[src/hdl/hkar_pkg.sv]
// Shared types and constants for the hotkey edge and key autorepeat unit.
package hkar_pkg;

	localparam int KeyW    = 8;
	localparam int TimeW   = 64;
	localparam int CfgW    = 32;
	localparam int CfgIdxW = 8;
	localparam int InDataW  = 80;
	localparam int OutDataW = 144;

	localparam logic [CfgIdxW-1:0] CFG_REPEAT_DELAY = 8'd0;
	localparam logic [CfgIdxW-1:0] CFG_REPEAT_RATE  = 8'd1;

	localparam logic [CfgW-1:0] DELAY_RESET = 32'd400000;
	localparam logic [CfgW-1:0] RATE_RESET  = 32'd80000;

	localparam logic REQ_SNAPSHOT = 1'b0;
	localparam logic REQ_POLL     = 1'b1;

	localparam int SC_PRTSCR = 0;
	localparam int SC_SCRLK  = 1;
	localparam int SC_UP     = 2;
	localparam int SC_LEFT   = 3;
	localparam int SC_DOWN   = 4;
	localparam int SC_RIGHT  = 5;
	localparam int SC_ENTER  = 6;
	localparam int SC_ESC    = 7;

	typedef struct packed {
		logic             req_type;
		logic [KeyW-1:0]  key_bits;
		logic             menu_on;
		logic [TimeW-1:0] now_us;
	} item_t;

	typedef struct packed {
		logic menu_request;
		logic second_display_request;
		logic kbd_routed;
		logic back_event;
		logic select_hit;
	} key_res_t;

	typedef struct packed {
		logic             pressed;
		logic             held;
		logic [TimeW-1:0] hold_start;
	} lane_res_t;

	typedef struct packed {
		key_res_t  keys;
		lane_res_t up;
		lane_res_t down;
	} result_t;

endpackage

[src/hdl/hkar_keys.sv]
// Hotkey edge detection, menu key levels and pending select.
module hkar_keys (
	input  logic              clk,
	input  logic              arst_n,
	input  logic              advance,
	input  hkar_pkg::item_t   item,
	output hkar_pkg::key_res_t res,
	output logic [1:0]        dir_levels
);
	import hkar_pkg::*;

	logic       last_prtscr_q, last_scrlk_q, last_enter_q, last_esc_q;
	logic       routed_q, select_pending_q;
	logic [1:0] dir_levels_q;
	logic       snap, prt, scr, ent, esc;
	logic [1:0] lv;

	assign snap = (item.req_type == REQ_SNAPSHOT);
	assign prt  = item.key_bits[SC_PRTSCR];
	assign scr  = item.key_bits[SC_SCRLK];
	assign ent  = item.key_bits[SC_ENTER];
	assign esc  = item.key_bits[SC_ESC];
	assign lv   = {item.key_bits[SC_DOWN] | item.key_bits[SC_RIGHT],
		item.key_bits[SC_UP] | item.key_bits[SC_LEFT]};

	always_comb begin
		res.menu_request           = snap & prt & ~last_prtscr_q;
		res.second_display_request = snap & scr & ~last_scrlk_q;
		res.kbd_routed             = snap ? item.menu_on : routed_q;
		res.back_event             = snap & item.menu_on & esc & ~last_esc_q;
		res.select_hit             = ~snap & select_pending_q;
	end

	assign dir_levels = dir_levels_q;

	always_ff @(posedge clk or negedge arst_n) begin
		if (!arst_n) begin
			last_prtscr_q    <= 1'b0;
			last_scrlk_q     <= 1'b0;
			last_enter_q     <= 1'b0;
			last_esc_q       <= 1'b0;
			routed_q         <= 1'b0;
			select_pending_q <= 1'b0;
			dir_levels_q     <= 2'b00;
		end else if (advance) begin
			if (snap) begin
				last_prtscr_q <= prt;
				last_scrlk_q  <= scr;
				last_enter_q  <= ent;
				last_esc_q    <= esc;
				routed_q      <= item.menu_on;
				dir_levels_q  <= item.menu_on ? lv : 2'b00;
				if (item.menu_on && ent && !last_enter_q) begin
					select_pending_q <= 1'b1;
				end
			end else begin
				select_pending_q <= 1'b0;
			end
		end
	end

endmodule

[src/hdl/hkar_repeat.sv]
// Typematic repeat timer for one direction key.
module hkar_repeat (
	input  logic                       clk,
	input  logic                       arst_n,
	input  logic                       advance,
	input  logic                       poll,
	input  logic                       level,
	input  logic [hkar_pkg::TimeW-1:0] now_us,
	input  logic [hkar_pkg::CfgW-1:0]  delay_us,
	input  logic [hkar_pkg::CfgW-1:0]  rate_us,
	output hkar_pkg::lane_res_t        res
);
	import hkar_pkg::*;

	logic             held_q;
	logic [TimeW-1:0] begin_q, fire_q;
	logic [TimeW-1:0] dur, since;
	logic [CfgW-1:0]  wait_us;
	logic             rise, fire;

	assign rise    = level & ~held_q;
	assign dur     = now_us - begin_q;
	assign since   = now_us - fire_q;
	// first repeat waits the initial delay, later ones the repeat rate
	assign wait_us = (dur < {{(TimeW-CfgW){1'b0}}, delay_us}) ? delay_us : rate_us;
	assign fire    = poll & (rise | (level & (since >= {{(TimeW-CfgW){1'b0}}, wait_us})));

	always_comb begin
		res.pressed    = fire;
		res.held       = poll ? level : held_q;
		res.hold_start = (poll & rise) ? now_us : begin_q;
	end

	always_ff @(posedge clk or negedge arst_n) begin
		if (!arst_n) begin
			held_q  <= 1'b0;
			begin_q <= '0;
			fire_q  <= '0;
		end else if (advance && poll) begin
			held_q <= level;
			if (rise) begin
				begin_q <= now_us;
			end
			if (fire) begin
				fire_q <= now_us;
			end
		end
	end

endmodule

[src/hdl/hotkey_edge_and_key_autorepeat_unit.sv]
// Top level: input register, key and repeat logic, result register.
// An item passes through the input register and then the result register before
// m_tvalid rises for it.
// Throughput: one item per cycle; the input register advances whenever the
// result register is empty or being taken, so both sides run back to back.
// Reset clears all key history, hold times and the pipeline; the repeat delay
// and rate registers return to 400000 us and 80000 us.
module hotkey_edge_and_key_autorepeat_unit (
	input  logic                          clk,
	input  logic                          arst_n,
	input  logic                          s_tvalid,
	output logic                          s_tready,
	// key_bits[7:0], menu_on[8], now_us[72:9], zero fill
	input  logic [hkar_pkg::InDataW-1:0]  s_tdata,
	// req_type
	input  logic                          s_tuser,
	output logic                          m_tvalid,
	input  logic                          m_tready,
	// menu_request[0], second_display_request[1], kbd_routed[2], back_event[3],
	// select_hit[4], up_fire[5], down_fire[6], up_held[7], down_held[8],
	// up_hold_start[72:9], down_hold_start[136:73], zero fill
	output logic [hkar_pkg::OutDataW-1:0] m_tdata,
	input  logic                          cfg_we,
	input  logic [hkar_pkg::CfgIdxW-1:0]  cfg_index,
	input  logic [hkar_pkg::CfgW-1:0]     cfg_data
);
	import hkar_pkg::*;

	logic [CfgW-1:0] delay_q, rate_q;
	item_t           item_s1;
	logic            valid_s1;
	result_t         result_s2;
	logic            valid_s2;
	logic            advance, poll;
	key_res_t        key_res;
	lane_res_t       up_res, down_res;
	logic [1:0]      dir_levels;

	assign advance  = valid_s1 & (~valid_s2 | m_tready);
	assign s_tready = ~valid_s1 | advance;
	assign poll     = (item_s1.req_type == REQ_POLL);

	always_ff @(posedge clk or negedge arst_n) begin
		if (!arst_n) begin
			delay_q <= DELAY_RESET;
			rate_q  <= RATE_RESET;
		end else if (cfg_we) begin
			unique case (cfg_index)
				CFG_REPEAT_DELAY: delay_q <= cfg_data;
				CFG_REPEAT_RATE:  rate_q  <= cfg_data;
				default: ;
			endcase
		end
	end

	always_ff @(posedge clk or negedge arst_n) begin
		if (!arst_n) begin
			valid_s1 <= 1'b0;
		end else if (s_tready) begin
			valid_s1 <= s_tvalid;
		end
	end

	always_ff @(posedge clk) begin
		if (s_tvalid && s_tready) begin
			item_s1.req_type <= s_tuser;
			item_s1.key_bits <= s_tdata[KeyW-1:0];
			item_s1.menu_on  <= s_tdata[KeyW];
			item_s1.now_us   <= s_tdata[KeyW+TimeW:KeyW+1];
		end
	end

	hkar_keys u_keys (
		.clk        (clk),
		.arst_n     (arst_n),
		.advance    (advance),
		.item       (item_s1),
		.res        (key_res),
		.dir_levels (dir_levels)
	);

	hkar_repeat u_up (
		.clk      (clk),
		.arst_n   (arst_n),
		.advance  (advance),
		.poll     (poll),
		.level    (dir_levels[0]),
		.now_us   (item_s1.now_us),
		.delay_us (delay_q),
		.rate_us  (rate_q),
		.res      (up_res)
	);

	hkar_repeat u_down (
		.clk      (clk),
		.arst_n   (arst_n),
		.advance  (advance),
		.poll     (poll),
		.level    (dir_levels[1]),
		.now_us   (item_s1.now_us),
		.delay_us (delay_q),
		.rate_us  (rate_q),
		.res      (down_res)
	);

	// hold the result while the sink stalls
	always_ff @(posedge clk or negedge arst_n) begin
		if (!arst_n) begin
			valid_s2 <= 1'b0;
		end else if (~valid_s2 | m_tready) begin
			valid_s2 <= valid_s1;
		end
	end

	always_ff @(posedge clk) begin
		if (advance) begin
			result_s2.keys <= key_res;
			result_s2.up   <= up_res;
			result_s2.down <= down_res;
		end
	end

	assign m_tvalid = valid_s2;
	assign m_tdata  = {7'd0,
		result_s2.down.hold_start,
		result_s2.up.hold_start,
		result_s2.down.held,
		result_s2.up.held,
		result_s2.down.pressed,
		result_s2.up.pressed,
		result_s2.keys.select_hit,
		result_s2.keys.back_event,
		result_s2.keys.kbd_routed,
		result_s2.keys.second_display_request,
		result_s2.keys.menu_request};

endmodule
[config.mk]
export PLATFORM = sky130hd
export DESIGN_NAME = hotkey_edge_and_key_autorepeat_unit
export DESIGN_NICKNAME = d
export VERILOG_FILES = /design/src/hdl/hkar_pkg.sv /design/src/hdl/hkar_keys.sv /design/src/hdl/hkar_repeat.sv /design/src/hdl/hotkey_edge_and_key_autorepeat_unit.sv
export SDC_FILE = /design/constraint.sdc
export NUM_CORES = 1
export LEC_CHECK = 0
export BUFFER_PORTS_ARGS = -buffer_cell sky130_fd_sc_hd__buf_2
export CORE_MARGIN = 1
export CORE_UTILIZATION = 33
export DETAILED_ROUTE_END_ITERATION = 10
export PLACE_DENSITY = 0.47
export SYNTH_ARGS = -nofsm -noshare
export SYNTH_HDL_FRONTEND = slang
export SYNTH_SLANG_ARGS = --single-unit
[constraint.sdc]
create_clock -name clk -period 11.5 [get_ports clk]
set_input_delay 0.575 -clock clk [delete_from_list [all_inputs] [get_ports clk]]
set_output_delay 0.575 -clock clk [all_outputs]
set_load 0.02 [all_outputs]
==> impl_metrics.json <==
{
  "run_status": "complete, no violations",
  "clock_tree.htree_level_count": 3,
  "grt_pass1_vias": 34410,
  "slew_headroom": 0.2646,
  "detailed_place.area_um2": 44800,
  "p_per_area_nw_per_um2": 292.4,
  "clock_tree.root_cell": "sky130_fd_sc_hd__clkbuf_16",
  "chipHeight_um": 356.5,
  "syn_inst": 4366,
  "finish.net_count": 5131,
  "row_count": 129,
  "initial_utilization": 0.3341,
  "avgRoutedWirePerCell_um": 22.97,
  "crit_path_end_kind": "flip-flop",
  "post-dp-hpwl_um": 116000,
  "wire_length_of_the_first_global_routing_pass_um": 217100,
  "fp.dieW_um": 356.5,
  "fin_tns_setup_ns": 0,
  "r2r_slack_ns": 0.93,
  "ios": 272,
  "finish.utilization": 0.3814,
  "final.fill_count": 12610,
  "regArea_um2": 14660,
  "synth_top_area_frac": 0.1937,
  "syn_to_final_growth_pct": 14.14,
  "data_arrival_at_the_endpoint_of_the_critical_path_ns": 11.13,
  "clkTransAtPathRegs_ns": 0.06,
  "power.ir.vdd_worst_mv": 0.1289,
  "worstHoldPathCells": 1,
  "synth_top_cells_by_area": "sky130_fd_sc_hd__dfrtp_1 (19%), sky130_fd_sc_hd__edfxtp_1 (15%), sky130_fd_sc_hd__ha_1 (11%)",
  "gp_congestion": 0.9290,
  "worst_flop_to_flop_path_startpoint": "item_s1[0]",
  "antenna_left": 0,
  "synth.ff_latch_count": 543,
  "timing.critical_path.mode_cell": "sky130_fd_sc_hd__nand4_1",
  "design.core.area_um2": 124100,
  "fin_worst_skew_ns": 0.03992,
  "drt_first_pass_iters": 5,
  "synth_sequential_area_ratio": 0.3534,
  "detailedPlace.worstSlack_ns": 0.5596,
  "synth_warnings": 0,
  "drt-vias-per-instance": 5.419,
  "layout_worst_path_cycle_share": 0.9192,
  "netlist_top_cells_count": "sky130_fd_sc_hd__a21oi_1 (408), sky130_fd_sc_hd__ha_1 (378), sky130_fd_sc_hd__nand2_1 (368), sky130_fd_sc_hd__inv_1 (354), sky130_fd_sc_hd__dfrtp_1 (321)",
  "cp_num_cells": 38,
  "hp-start": "s_tdata[61]",
  "path_delay_family": "compound AO/OA/AOI/OAI gates",
  "crit_path_setup_slack_layout_ns": 0.9296,
  "total_clock_buffers_created_by_cts": 73,
  "cp-startpoint": "item_s1[0]",
  "layout-drive-gt1-share": 0.1969,
  "grt_overflow_total": 0,
  "critical_path_buf_inv_count": 5,
  "cts.path.max_buffers": 3,
  "gr-max-usage-layer": "met2",
  "critPathMaxFanout": 64,
  "number_of_hold_violations_in_the_final_report": 0,
  "synthesis.area_per_instance_um2": 9.499,
  "synth_flop_cell": "sky130_fd_sc_hd__dfrtp_1",
  "hold_worst_path_end": "item_s1[52]",
  "cp.required_ns": 12.06,
  "maximum_capacitance_violations": 0,
  "port_buffers": 257,
  "final_period_minus_worst_setup_slack_ns": 10.57,
  "grt_usage": 0.2260,
  "grt_use_met2": 0.3602,
  "grt_setup_unrepaired": "false",
  "clk_latency_ns": 0.70,
  "critical_path.max_stage_delay_ns": 0.48,
  "p_leak_nw": 20.49,
  "cell_taking_the_most_area_after_synthesis": "sky130_fd_sc_hd__dfrtp_1",
  "yosysMostFrequentCell": "sky130_fd_sc_hd__a21oi_1",
  "start_kind": "flip-flop",
  "hold_class": "in -> reg",
  "setup_viol_count_final": 0,
  "via_total_after_detailed_routing": 34260,
  "synth_edf_count": 211,
  "pin_count_of_the_biggest_net_entering_global_routing": 65,
  "synthArstFlopShare": 0.6114,
  "final_routed_drc_violation_total": 0,
  "mappedNetlistArea_um2": 41470,
  "crit-reg2reg-capture": "u_down.fire_q[5]",
  "critical-path-slowest-cell": "sky130_fd_sc_hd__a2111oi_0",
  "dieArea_um2": 127100,
  "stdcell_area_um2": 47340,
  "wirelength_um": 145200,
  "clock_tree_from_tritoncts": "done",
  "detail_route.iter0.violations": 2100,
  "globalRouteMet1Util": 0.3201,
  "slew_viol_final": 0,
  "clock_sink_count": 543,
  "whs_ns": 0.05787,
  "fmax_mhz": 94.60,
  "r2r.worst_path.cells": 38,
  "antenna_found_initial": 2,
  "area_occupied_by_multi_input_gates_um2": 24750,
  "critPathKind": "reg -> reg",
  "grtUsageMet3": 0.02639,
  "max_slew.worst_pin.slew_ns": 1.100,
  "synth.distinct_cells": 107
}
-- layout by cell type (no fill, tap or decap), types with 110 or more instances in the layout --
cell type,instances
sky130_fd_sc_hd__mux2_2,313
sky130_fd_sc_hd__dfrtp_1,321
sky130_fd_sc_hd__ha_1,378
sky130_fd_sc_hd__nand4_1,129
sky130_fd_sc_hd__xnor2_1,110
sky130_fd_sc_hd__buf_2,256
sky130_fd_sc_hd__inv_1,353
sky130_fd_sc_hd__nor2_1,236
sky130_fd_sc_hd__a21oi_1,407
sky130_fd_sc_hd__o21ai_0,271
sky130_fd_sc_hd__edfxtp_1,211
sky130_fd_sc_hd__nand2_1,368
-- per-layer routing --
layer / vias up / wire, um
met2: 711 / 65440
met4: 0 / 3896
li1: 16550 / -
met5: - / 0
met3: 167 / 4911
met1: 16830 / 70980
-- worst max-delay path by stage --
stage                   endpoint
2_1_floorplan  u_down.fire_q[12]
3_3_place_gp    u_down.fire_q[5]
3_5_place_dp    u_down.fire_q[5]
4_1_cts         u_down.fire_q[5]
5_1_grt         u_down.fire_q[9]
6_report        u_down.fire_q[5]
-- metrics by stage --
stage	instances	total power, mW
floorplan	4372	8.981
global placement	6184	11.36
detailed placement	6184	11.36
CTS	6320	13.89
global route	6320	14.93
finish	6323	13.84
-- logic make-up (layout without fill, tap and decap cells) --
group,Yosys count,in the layout,synth area share
adders and majority gates,382,382,0.1160
DFF,543,543,0.3534
and+or+nand+nor,1079,1079,0.1260
AOI/OAI and AO/OA,1138,1138,0.1702
muxes,498,498,0.1406
xor gates and xnor gates,198,198,0.04181
other,1,10,0.00009042
buffers and inverters,527,838,0.05189
-- registers in the layout (all words and copies together) (netlist names), 2 cells and up --
| signal | cells |
|---|---|
| u_keys.dir_levels | 2 |
| u_down.begin_q | 64 |
| rate_q | 32 |
| u_down.fire_q | 64 |
| m_tdata | 137 |
| u_up.begin_q | 64 |
| delay_q | 32 |
| item_s1 | 73 |
| u_up.fire_q | 64 |
-- timing repair --
item | 4_1_cts | 5_1_grt
buffers inserted | 0 | 0
gates resized for setup | 0 | 3
hold endpoints to repair | 39 | 0
endpoints found under the setup margin | 0 | 64
hold buffers | 1 | 0
-- power breakdown --
part / leakage [nW] / total [mW] / internal (mW) / switching, mW
registers: 6.00 / 3.10 / 2.71 / 0.389
clock network: 1.21 / 2.42 / 1.46 / 0.960
logic: 13.3 / 8.32 / 3.27 / 5.05
-- area by class of cell --
type                       instances  share of cell area
clock inverter                    40             0.01115
inverter                         354             0.02818
multi-input combinational       3302              0.5229
antenna                            3           0.0001586
tap                             1637             0.04327
timing repair buffer             349             0.04282
sequential                       543              0.3097
clock buffer                      95             0.04187
Note: power is estimated with default switching activity, not from simulation.
